--- src/rtl/hkit_pkg.sv ---
// Shared types and constants, including the FNV-1a hash constants, for the key intern table.
package hkit_pkg;

   localparam int unsigned CAPACITY_DEFAULT = 1024;

   localparam logic [63:0] FNV_OFFSET = 64'd1469598103934665603;
   localparam logic [63:0] FNV_PRIME  = 64'd1099511628211;

   typedef enum logic [1:0] {
      CMD_LOOKUP = 2'd0,
      CMD_PUT    = 2'd1,
      CMD_INTERN = 2'd2,
      CMD_NONE   = 2'd3
   } cmd_type;

   typedef enum logic [2:0] {
      ST_FOUND       = 3'd0,
      ST_INSERTED    = 3'd1,
      ST_OVERWRITTEN = 3'd2,
      ST_NOT_FOUND   = 3'd3,
      ST_FULL        = 3'd4
   } status_type;

   // One classified command as it travels from the front to the back.
   typedef struct packed {
      cmd_type     cmd;
      logic [7:0]  kind;
      logic [31:0] index;
      logic [31:0] parent;
      logic [31:0] value;
      logic [31:0] home;     // home slot, wide enough for any capacity
   } job_type;

endpackage

--- src/rtl/hkit_front.sv ---
// Front end: accepts commands and computes the FNV-1a home slot.
module hkit_front
   import hkit_pkg::*;
(
   input  logic    clock,
   input  logic    reset,
   input  logic    push,
   output logic    full,
   input  job_type in_job,
   output logic    job_valid,
   output job_type job,
   input  logic    job_take
);
   // Six stages: xor/multiply per word, each multiply split in 32-bit halves.
   // h*P mod 2^64 = hl*pl + ((hl*ph + hh*pl) << 32), with P high word 0x100.
   logic        busy_ff, busy_in;
   logic [2:0]  step_ff, step_in;
   logic [63:0] h_ff, h_in;
   logic [63:0] p0_ff, p0_in;
   logic [31:0] p1_ff, p1_in;
   logic        done_ff, done_in;
   job_type     j_ff, j_in;
   logic [31:0] word;

   always_comb begin
      case (step_ff)
         3'd0:    word = {24'd0, j_ff.kind};
         3'd2:    word = j_ff.index;
         default: word = j_ff.parent;
      endcase
   end

   always_comb begin
      busy_in = busy_ff;
      step_in = step_ff;
      h_in    = h_ff;
      p0_in   = p0_ff;
      p1_in   = p1_ff;
      done_in = done_ff;
      j_in    = j_ff;
      if (push && !full) begin
         busy_in = 1'b1;
         step_in = 3'd0;
         h_in    = FNV_OFFSET;
         j_in    = in_job;
      end else if (busy_ff && !done_ff) begin
         if (!step_ff[0]) begin
            // multiply low halves, and cross terms
            p0_in = 64'(h_ff[31:0] ^ word) * 64'(FNV_PRIME[31:0]);
            p1_in = 32'((h_ff[31:0] ^ word) * FNV_PRIME[63:32])
                  + 32'(h_ff[63:32] * FNV_PRIME[31:0]);
            step_in = step_ff + 3'd1;
         end else begin
            h_in = p0_ff + {p1_ff, 32'd0};
            if (step_ff == 3'd5) begin
               done_in = 1'b1;
               j_in.home = h_in[31:0];
            end else begin
               step_in = step_ff + 3'd1;
            end
         end
      end else if (done_ff && job_take) begin
         busy_in = 1'b0;
         done_in = 1'b0;
      end
   end

   always_ff @(posedge clock) begin
      if (reset) begin
         busy_ff <= 1'b0;
         done_ff <= 1'b0;
         step_ff <= 3'd0;
      end else begin
         busy_ff <= busy_in;
         done_ff <= done_in;
         step_ff <= step_in;
      end
      h_ff  <= h_in;
      p0_ff <= p0_in;
      p1_ff <= p1_in;
      j_ff  <= j_in;
   end

   assign full      = busy_ff;
   assign job_valid = done_ff;
   assign job       = j_ff;
endmodule

--- config.mk ---
export PLATFORM = sky130hd
export DESIGN_NAME = hkit_front
export DESIGN_NICKNAME = d
export VERILOG_FILES = /design/src/rtl/hkit_pkg.sv /design/src/rtl/hkit_front.sv
export SDC_FILE = /design/constraint.sdc
export NUM_CORES = 1
export LEC_CHECK = 0
export BUFFER_PORTS_ARGS = -buffer_cell sky130_fd_sc_hd__clkbuf_2
export CAP_MARGIN = 15
export CORE_MARGIN = 8
export CORE_UTILIZATION = 53
export CTS_BUF_LIST = sky130_fd_sc_hd__clkbuf_4 sky130_fd_sc_hd__clkbuf_8 sky130_fd_sc_hd__clkbuf_16
export DETAILED_ROUTE_END_ITERATION = 6
export HOLD_SLACK_MARGIN = 0.12
export PLACE_DENSITY_LB_ADDON = 0.08
export SLEW_MARGIN = 20
export SYNTH_ARGS = -nofsm -noshare
export SYNTH_HDL_FRONTEND = slang
export SYNTH_SLANG_ARGS = --single-unit
--- constraint.sdc ---
create_clock -name clock -period 9.5 [get_ports clock]
set_input_delay 1.9 -clock clock [delete_from_list [all_inputs] [get_ports clock]]
set_output_delay 1.9 -clock clock [all_outputs]
set_load 0.02 [all_outputs]
==> qor.csv, run 1 <==
stage,metric,value,unit
logic_synthesis,syn_area_per_cell,11.3,µm²
detailed_routing,dr.pass1.iters,5,
clocking,cts_max_level,1,
logic_synthesis,synth.top_cell.area_share,41.7,%
detailed_routing,routed_via_density,5.10,
logic_synthesis,yosysTopAreaCell,edfxtp_1,
sta,whs,0.466,ns
logic_synthesis,syn_nets,1389,
logic_synthesis,synth.most_common_cell,inv_1,
sta,post-route-period-util,63.0,%
sta,clock_skew,0.0184,ns
detailed_routing,wirelength,33300,µm
final_layout,n_antenna_cell,0,
floorplan,die_x,168,µm
logic_synthesis,async_flop_share,0,%
flow_run,maxCapViolCount,0,
final_layout,drive_above_1_share,24.9,%
logic_synthesis,seq_area_frac_synth,47.8,%
pwr,combPwrFrac,63.0,%
sta,min_period,5.98,ns
place,dp_cells,1627,
clocking,cts_hold_buffers,0,
sta,rsz0062_at_grt,no,
pwr,switching_share,43.3,%
pwr,power_switching,0.00261,W
sta,timing_hold_violations_final,0,
worst_setup_path,cp-start-kind,flop,
logic_synthesis,ys_warn_count,0,
floorplan,fp-row-count,55,
clocking,cts_tree,done,
clocking,cts_resized,0,
logic_synthesis,netlist_area,0.0122,mm²
worst_setup_path,worst-path-max-fanout,40,
worst_setup_path,critPathCaptureType,flop,
outcome,status,finished clean,
sta,drv_slew,0,
pwr,power.leakage,6.94,nW
logic_synthesis,yosys-top-cells-area,"edfxtp_1, fa_1, ha_1",
final_layout,multi_input_area,0.00558,mm²
logic_synthesis,ys_types,57,
floorplan,io_pins,282,
worst_setup_path,worst-setup-path-type,flop to flop,
pwr,vdd_drop_max,0.231,mV
sta,setup-violations-final,0,
final_layout,area.growth.synth_to_final,19.8,%
worst_setup_path,critPathLaunch,step_ff[0]$_SDFFE_PP0P_,
worst_hold_path,worstHoldPathType,flop to flop,
detailed_routing,final_antenna_net_count,0,
logic_synthesis,synth_edf_count,170,
sta,worst_pin_slew,0.917,ns
worst_setup_path,cp.arrival,6.25,ns
pwr,clockPowerShare,13.7,%
grt,grtUsageTotal,23.4,%
clocking,cts.sinks,207,
worst_setup_path,r2r_start,step_ff[0]$_SDFFE_PP0P_,
clocking,cts_setup_buffers,0,
worst_setup_path,required,9.76,ns
grt,grt_pass1_wl,50900,µm
logic_synthesis,yosys-top-cells-count,"inv_1, nand2_1, edfxtp_1, fa_1, ha_1",
place,place_congestion,0.907,
final_layout,final_cell_count_no_fill,1668,
clocking,ctsRootBufferMaster,clkbuf_16,
sta,maxSlewHeadroom,38.9,%
pwr,p_seq_share,23.3,%
place,portBuffers,281,
place,place_hpwl,27100,µm
clocking,cts.clk_slew.worst_paths,0.06,ns
worst_hold_path,hold_path.startpoint,h_ff[14]$_SDFFE_PP0P_,
worst_setup_path,ff2ff_setup_slack,3.52,ns
clocking,cts_buffer_depth,3,
logic_synthesis,yosys_most_used_dff,edfxtp_1,
grt,grt_pass1_vias,8848,
detailed_routing,drc_errors,0,
logic_synthesis,synthCells,1083,
floorplan,dieArea,0.0282,mm²
pwr,internal_power,0.00343,W
final_layout,regArea,0.00585,mm²
floorplan,start_util,54.0,%
detailed_routing,drt_iter0_markers,532,
grt,grt_max_degree,84,
final_layout,final_nets,1673,
final_layout,fillers,1899,
grt,grt_overflow,0,
detailed_routing,wl_per_cell,20.0,µm
detailed_routing,vias,8511,
clocking,numCtsBuffers,23,
floorplan,die_y,168,µm
sta,tns,0,ns
grt,antenna_found_initial,1,
sta,fmax,167,MHz
logic_synthesis,ys_ff_latch,207,
pwr,power_density,412,mW/mm²
clocking,clk_latency,0.52,ns
floorplan,core,0.0226,mm²
==> final cells by class <==
cell class | instances | area share (%)
inverter | 182 | 4.70
clock inverter | 9 | 0.359
sequential | 207 | 39.9
timing repair buffer | 290 | 10.1
multi-input combinational | 663 | 38.1
clock buffer | 32 | 4.43
tap | 285 | 2.43
==> critical path, stage by stage (launching register included) <==
cell	delay, ns
dfxtp_1	0.42
or2_2	0.65
nor2_1	0.11
a21oi_1	0.26
xnor2_1	0.24
ha_1	0.34
inv_1	0.09
fa_1	0.53
inv_1	0.05
fa_1	0.47
inv_1	0.05
fa_1	0.54
inv_1	0.05
ha_1	0.37
and3_1	0.20
a22oi_1	0.21
o211ai_1	0.16
or3_1	0.44
a31oi_1	0.27
o21ai_0	0.14
xor2_1	0.16
==> state kept, by name, indices dropped and copies added (netlist names), named ones only <==
name       cells
full           1
h_ff          32
job_valid      1
job          138
step_ff        2
p0_ff         32
==> power by group through the flow <==
stage | Combinational [W] | Sequential [W] | Clock (W)
6_report | 0.00380 | 0.00141 | 0.000828
5_1_grt | 0.00428 | 0.00142 | 0.000878
4_1_cts | 0.00380 | 0.00141 | 0.000846
3_5_place_dp | 0.00379 | 0.00142 | 0
3_3_place_gp | 0.00369 | 0.00142 | 0
2_1_floorplan | 0.00290 | 0.00146 | 0
==> path summary, 6_finish.rpt <==
check,depth (start not counted),endpoint
max reg2reg,20,p0_ff[28]$_DFFE_PP_
min,2,h_ff[14]$_SDFFE_PP0P_
min reg2reg,2,h_ff[14]$_SDFFE_PP0P_
max,20,p0_ff[28]$_DFFE_PP_
==> layout by cell type, fill, tap and decap left out, types with 2 or more instances in the layout <==
cell	n
clkbuf_4	8
inv_6	2
clkinv_2	2
clkinv_1	4
inv_1	181
a31o_2	4
nor2_1	22
o211ai_1	5
nand3b_1	2
xnor2_1	59
a211oi_1	2
or2_2	7
dfxtp_1	37
a21oi_1	70
nor3_1	8
mux2i_1	9
clkbuf_2	281
and3_1	30
nand2_1	178
nand3_1	21
o21ai_0	8
ha_1	71
a31oi_1	4
fa_1	93
or3_1	2
a21o_1	15
edfxtp_1	170
clkbuf_16	23
nor2b_1	3
nand2b_1	4
and4_1	3
and2_1	4
nand4_1	2
buf_4	9
xor2_1	9
o21a_1	2
==> kinds of logic after synthesis <==
kind of cell	count (synthesis)	share of synthesized area, %
simple gates	292	10.7
mux	9	0.737
flops	207	47.8
compound gates	129	6.61
fa+ha+maj	164	22.5
buf+inv	213	6.57
xor+xnor	69	5.05
==> per-layer routing <==
metal,up-vias,track usage [%],part of all wire [%]
met5,-,0,0.039
met4,2,4.15,1.2
met3,30,6.92,9.1
met2,284,39.5,48
met1,4048,29.8,42
li1,4147,-,-
==> stage by stage <==
| step | cell area (µm²) | util (%) | setup WS, ns | total power [W] |
|---|---|---|---|---|
| after floorplan | 12200 | - | 3.72 | 0.00437 |
| after CTS | 14700 | 64.7 | 3.58 | 0.00606 |
| after global placement | 13900 | 61.6 | 3.64 | 0.00511 |
| after global routing | 14700 | 64.7 | 3.12 | 0.00658 |
| final | 14700 | 64.7 | 3.52 | 0.00604 |
| after detailed placement | 13900 | 61.6 | 3.55 | 0.00521 |
(Power assumes the default switching activity.)
==> inputs of run 2 (changes only) <==
--- a/config.mk
+++ b/config.mk
@@ -8,7 +8,7 @@
 export BUFFER_PORTS_ARGS = -buffer_cell sky130_fd_sc_hd__clkbuf_2
 export CAP_MARGIN = 15
 export CORE_MARGIN = 8
-export CORE_UTILIZATION = 53
+export CORE_UTILIZATION = 50
 export CTS_BUF_LIST = sky130_fd_sc_hd__clkbuf_4 sky130_fd_sc_hd__clkbuf_8 sky130_fd_sc_hd__clkbuf_16
 export DETAILED_ROUTE_END_ITERATION = 6
 export HOLD_SLACK_MARGIN = 0.12
==> constraint.sdc (replaced) <==
create_clock -name clock -period 5.1 [get_ports clock]
set_input_delay 1.02 -clock clock [delete_from_list [all_inputs] [get_ports clock]]
set_output_delay 1.02 -clock clock [all_outputs]
set_load 0.02 [all_outputs]
==> qor.csv, run 2 (synthesized netlist as in run 1, its figures left out) <==
stage,metric,value,unit,change
final_layout,drive_above_1_share,40.9,%,was 24.9%
place,place_congestion,0.899,,was 0.907
worst_setup_path,cp-start-kind,flop,,unchanged
final_layout,final_nets,1799,,was 1673
final_layout,area.growth.synth_to_final,37.0,%,was 19.8%
sta,setup-violations-final,4,,was 0
grt,use_met1,29.5,%,was 29.8%
grt,grt_max_degree,70,,was 84
worst_hold_path,min_to,h_ff[31]$_SDFFE_PP0P_,,was h_ff[14]$_SDFFE_PP0P_
clocking,clk_latency,0.51,ns,was 0.52 ns
sta,fmax,194,MHz,was 167 MHz
detailed_routing,dr.pass1.iters,4,,was 5
sta,clock_skew,0.0104,ns,was 0.0184 ns
worst_setup_path,r2r_end,p0_ff[30]$_DFFE_PP_,,was p0_ff[28]$_DFFE_PP_
floorplan,io_pins,282,,unchanged
floorplan,core,0.0242,mm²,was 0.0226 mm²
detailed_routing,drc_errors,0,,unchanged
pwr,switching_share,40.4,%,was 43.3%
final_layout,fin_util,69.3,%,was 64.7%
sta,drv_slew,0,,unchanged
final_layout,final_common_cell,clkbuf_2,,unchanged
clocking,cts_buffer_depth,3,,unchanged
grt,gr-usage-met2,37.2,%,was 39.5%
worst_hold_path,hold_path.startpoint,h_ff[31]$_SDFFE_PP0P_,,was h_ff[14]$_SDFFE_PP0P_
clocking,ctsRootBufferMaster,clkbuf_16,,unchanged
sta,rsz0062_at_grt,yes,,was no
final_layout,multi_input_area,0.00650,mm²,was 0.00558 mm²
pwr,power.leakage,7.78,nW,was 6.94 nW
worst_setup_path,required,5.36,ns,was 9.76 ns
pwr,internal_power,0.00904,W,was 0.00343 W
floorplan,fp-row-count,57,,was 55
grt,grt_use_met3,5.73,%,was 6.92%
detailed_routing,drt_iter0_markers,536,,was 532
clocking,cts_max_level,1,,unchanged
clocking,cts.sinks,207,,unchanged
clocking,numCtsBuffers,22,,was 23
detailed_routing,wl_per_cell,18.8,µm,was 20.0 µm
floorplan,start_util,50.6,%,was 54.0%
sta,worst_pin_slew,0.813,ns,was 0.917 ns
grt,grt.busiest_layer,met2,,unchanged
detailed_routing,wirelength,34400,µm,was 33300 µm
sta,post-route-period-util,101,%,was 63.0%
floorplan,die_x,172,µm,was 168 µm
grt,grtUsageTotal,22.6,%,was 23.4%
sta,min_period,5.15,ns,was 5.98 ns
detailed_routing,routed_via_density,4.93,,was 5.10
pwr,vdd_drop_max,0.639,mV,was 0.231 mV
place,dp_cells,1771,,was 1627
worst_hold_path,worstHoldPathType,flop to flop,,unchanged
worst_setup_path,critPathCaptureType,flop,,unchanged
place,place_hpwl,27100,µm,about the same
pwr,combPwrFrac,71.2,%,was 63.0%
sta,timing_hold_violations_final,0,,unchanged
detailed_routing,final_antenna_net_count,0,,unchanged
outcome,violations,setup timing,,
floorplan,die_y,172,µm,was 168 µm
clocking,cts.clk_slew.worst_paths,0.06,ns,about the same
grt,grt_pass1_vias,9328,,was 8848
flow_run,maxCapViolCount,0,,unchanged
sta,maxSlewHeadroom,45.8,%,was 38.9%
final_layout,final_cell_count_no_fill,1834,,was 1668
grt,grt_overflow,0,,unchanged
outcome,status,"finished, violations left",,was finished clean
sta,tns,-0.113,ns,was 0 ns
detailed_routing,vias,9038,,was 8511
worst_setup_path,worst-path-max-fanout,6,,was 40
grt,antenna_found_initial,1,,unchanged
pwr,p_seq_share,17.3,%,was 23.3%
place,portBuffers,281,,unchanged
worst_setup_path,worst-setup-path-type,flop to flop,,unchanged
pwr,power_density,904,mW/mm²,was 412 mW/mm²
worst_setup_path,r2r_cells,22,,was 20
grt,grt_pass1_wl,51400,µm,was 50900 µm
final_layout,largest_reg_flops,138,,unchanged
final_layout,regArea,0.00586,mm²,was 0.00585 mm²
pwr,total_power,0.0152,W,was 0.00604 W
pwr,clockPowerShare,11.5,%,was 13.7%
floorplan,dieArea,0.0297,mm²,was 0.0282 mm²
clocking,cts_tree,done,,unchanged
clocking,cts_hold_buffers,0,,unchanged
sta,layout_setup_ws,-0.0509,ns,was 3.52 ns
final_layout,fillers,1803,,was 1899
worst_setup_path,ff2ff_setup_slack,-0.05,ns,was 3.52 ns
worst_setup_path,r2r_start,step_ff[0]$_SDFFE_PP0P_,,unchanged
pwr,power_switching,0.00612,W,was 0.00261 W
final_layout,final_cell_mix,"clkbuf_2, nand2_1, edfxtp_1, inv_1, buf_4",,"was clkbuf_2, inv_1, nand2_1, edfxtp_1, fa_1"
worst_hold_path,min_path_cells,2,,unchanged
worst_setup_path,cp.arrival,5.41,ns,was 6.25 ns
==> run 2: layer usage <==
metal | vias to the layer above | part of all wire [%] | routed length, µm
met5 | - | 0 | 0
met1 | 4287 | 42 | 14400
met3 | 47 | 8.4 | 2890
li1 | 4402 | - | -
met4 | 0 | 2.6 | 897
met2 | 302 | 47 | 16300
==> run 2: power groups by stage <==
stage          clock network (W)  registers [W]  logic [W]
2_1_floorplan                  0        0.00272    0.00577
3_3_place_gp                   0        0.00264    0.00865
3_5_place_dp                   0        0.00264    0.00887
4_1_cts                  0.00178        0.00261    0.00903
5_1_grt                  0.00184        0.00264     0.0119
6_report                 0.00174        0.00262     0.0108
==> run 2: through the flow <==
stage / setup WS (ns) / hold slack [ns] / instance area, µm²
3_3_place_gp: -0.0770 / 0.455 / 15000
6_report: -0.0509 / 0.479 / 16800
4_1_cts: -0.0968 / 0.471 / 15900
3_5_place_dp: -0.217 / 0.463 / 15000
5_1_grt: -0.209 / 0.511 / 16800
2_1_floorplan: -0.0816 / 0.449 / 12400
==> run 2: area by class of cell <==
class | instances | area share, %
Clock inverter | 13 | 1.14
Tap cell | 324 | 2.42
Antenna cell | 1 | 0.0149
Clock buffer | 27 | 3.61
Inverter | 182 | 4.11
Sequential cell | 207 | 35.0
Multi-Input combinational cell | 665 | 38.8
Timing Repair Buffer | 415 | 14.9
==> run 2: what timing repair did <==
item / CTS / global route
resized for setup: 28 / 142
endpoints found under the setup margin: 13 / 17
endpoints found under the hold margin: 0 / 0
setup buffers: 1 / 18
gates cloned: 3 / 1
pin swaps: 6 / 62
==> run 2: how the worst max path moves through the flow <==
stage,startpoint,to,slack [ns],depth (start not counted)
after floorplan,step_ff[0]$_SDFFE_PP0P_,p0_ff[31]$_DFFE_PP_,-0.08,22
after global routing,step_ff[0]$_SDFFE_PP0P_,p0_ff[30]$_DFFE_PP_,-0.21,22
final,step_ff[0]$_SDFFE_PP0P_,p0_ff[30]$_DFFE_PP_,-0.05,22
after detailed placement,step_ff[0]$_SDFFE_PP0P_,p0_ff[30]$_DFFE_PP_,-0.22,19
after CTS,step_ff[2]$_SDFFE_PP0P_,p0_ff[31]$_DFFE_PP_,-0.1,20
after global placement,step_ff[0]$_SDFFE_PP0P_,p0_ff[30]$_DFFE_PP_,-0.08,19
==> run 2: worst max-delay path: stages (launching register included) <==
cell	delay (ns)
dfxtp_4	0.36
or2_4	0.30
buf_12	0.16
a21oi_4	0.17
xnor2_2	0.09
ha_1	0.31
inv_2	0.06
buf_4	0.14
buf_4	0.13
fa_1	0.49
inv_2	0.04
fa_1	0.51
inv_2	0.05
fa_1	0.51
inv_2	0.05
ha_4	0.25
nand4_1	0.15
or2_4	0.13
o211ai_1	0.11
or3_4	0.45
and4_4	0.19
o211ai_1	0.17
nand3b_1	0.09
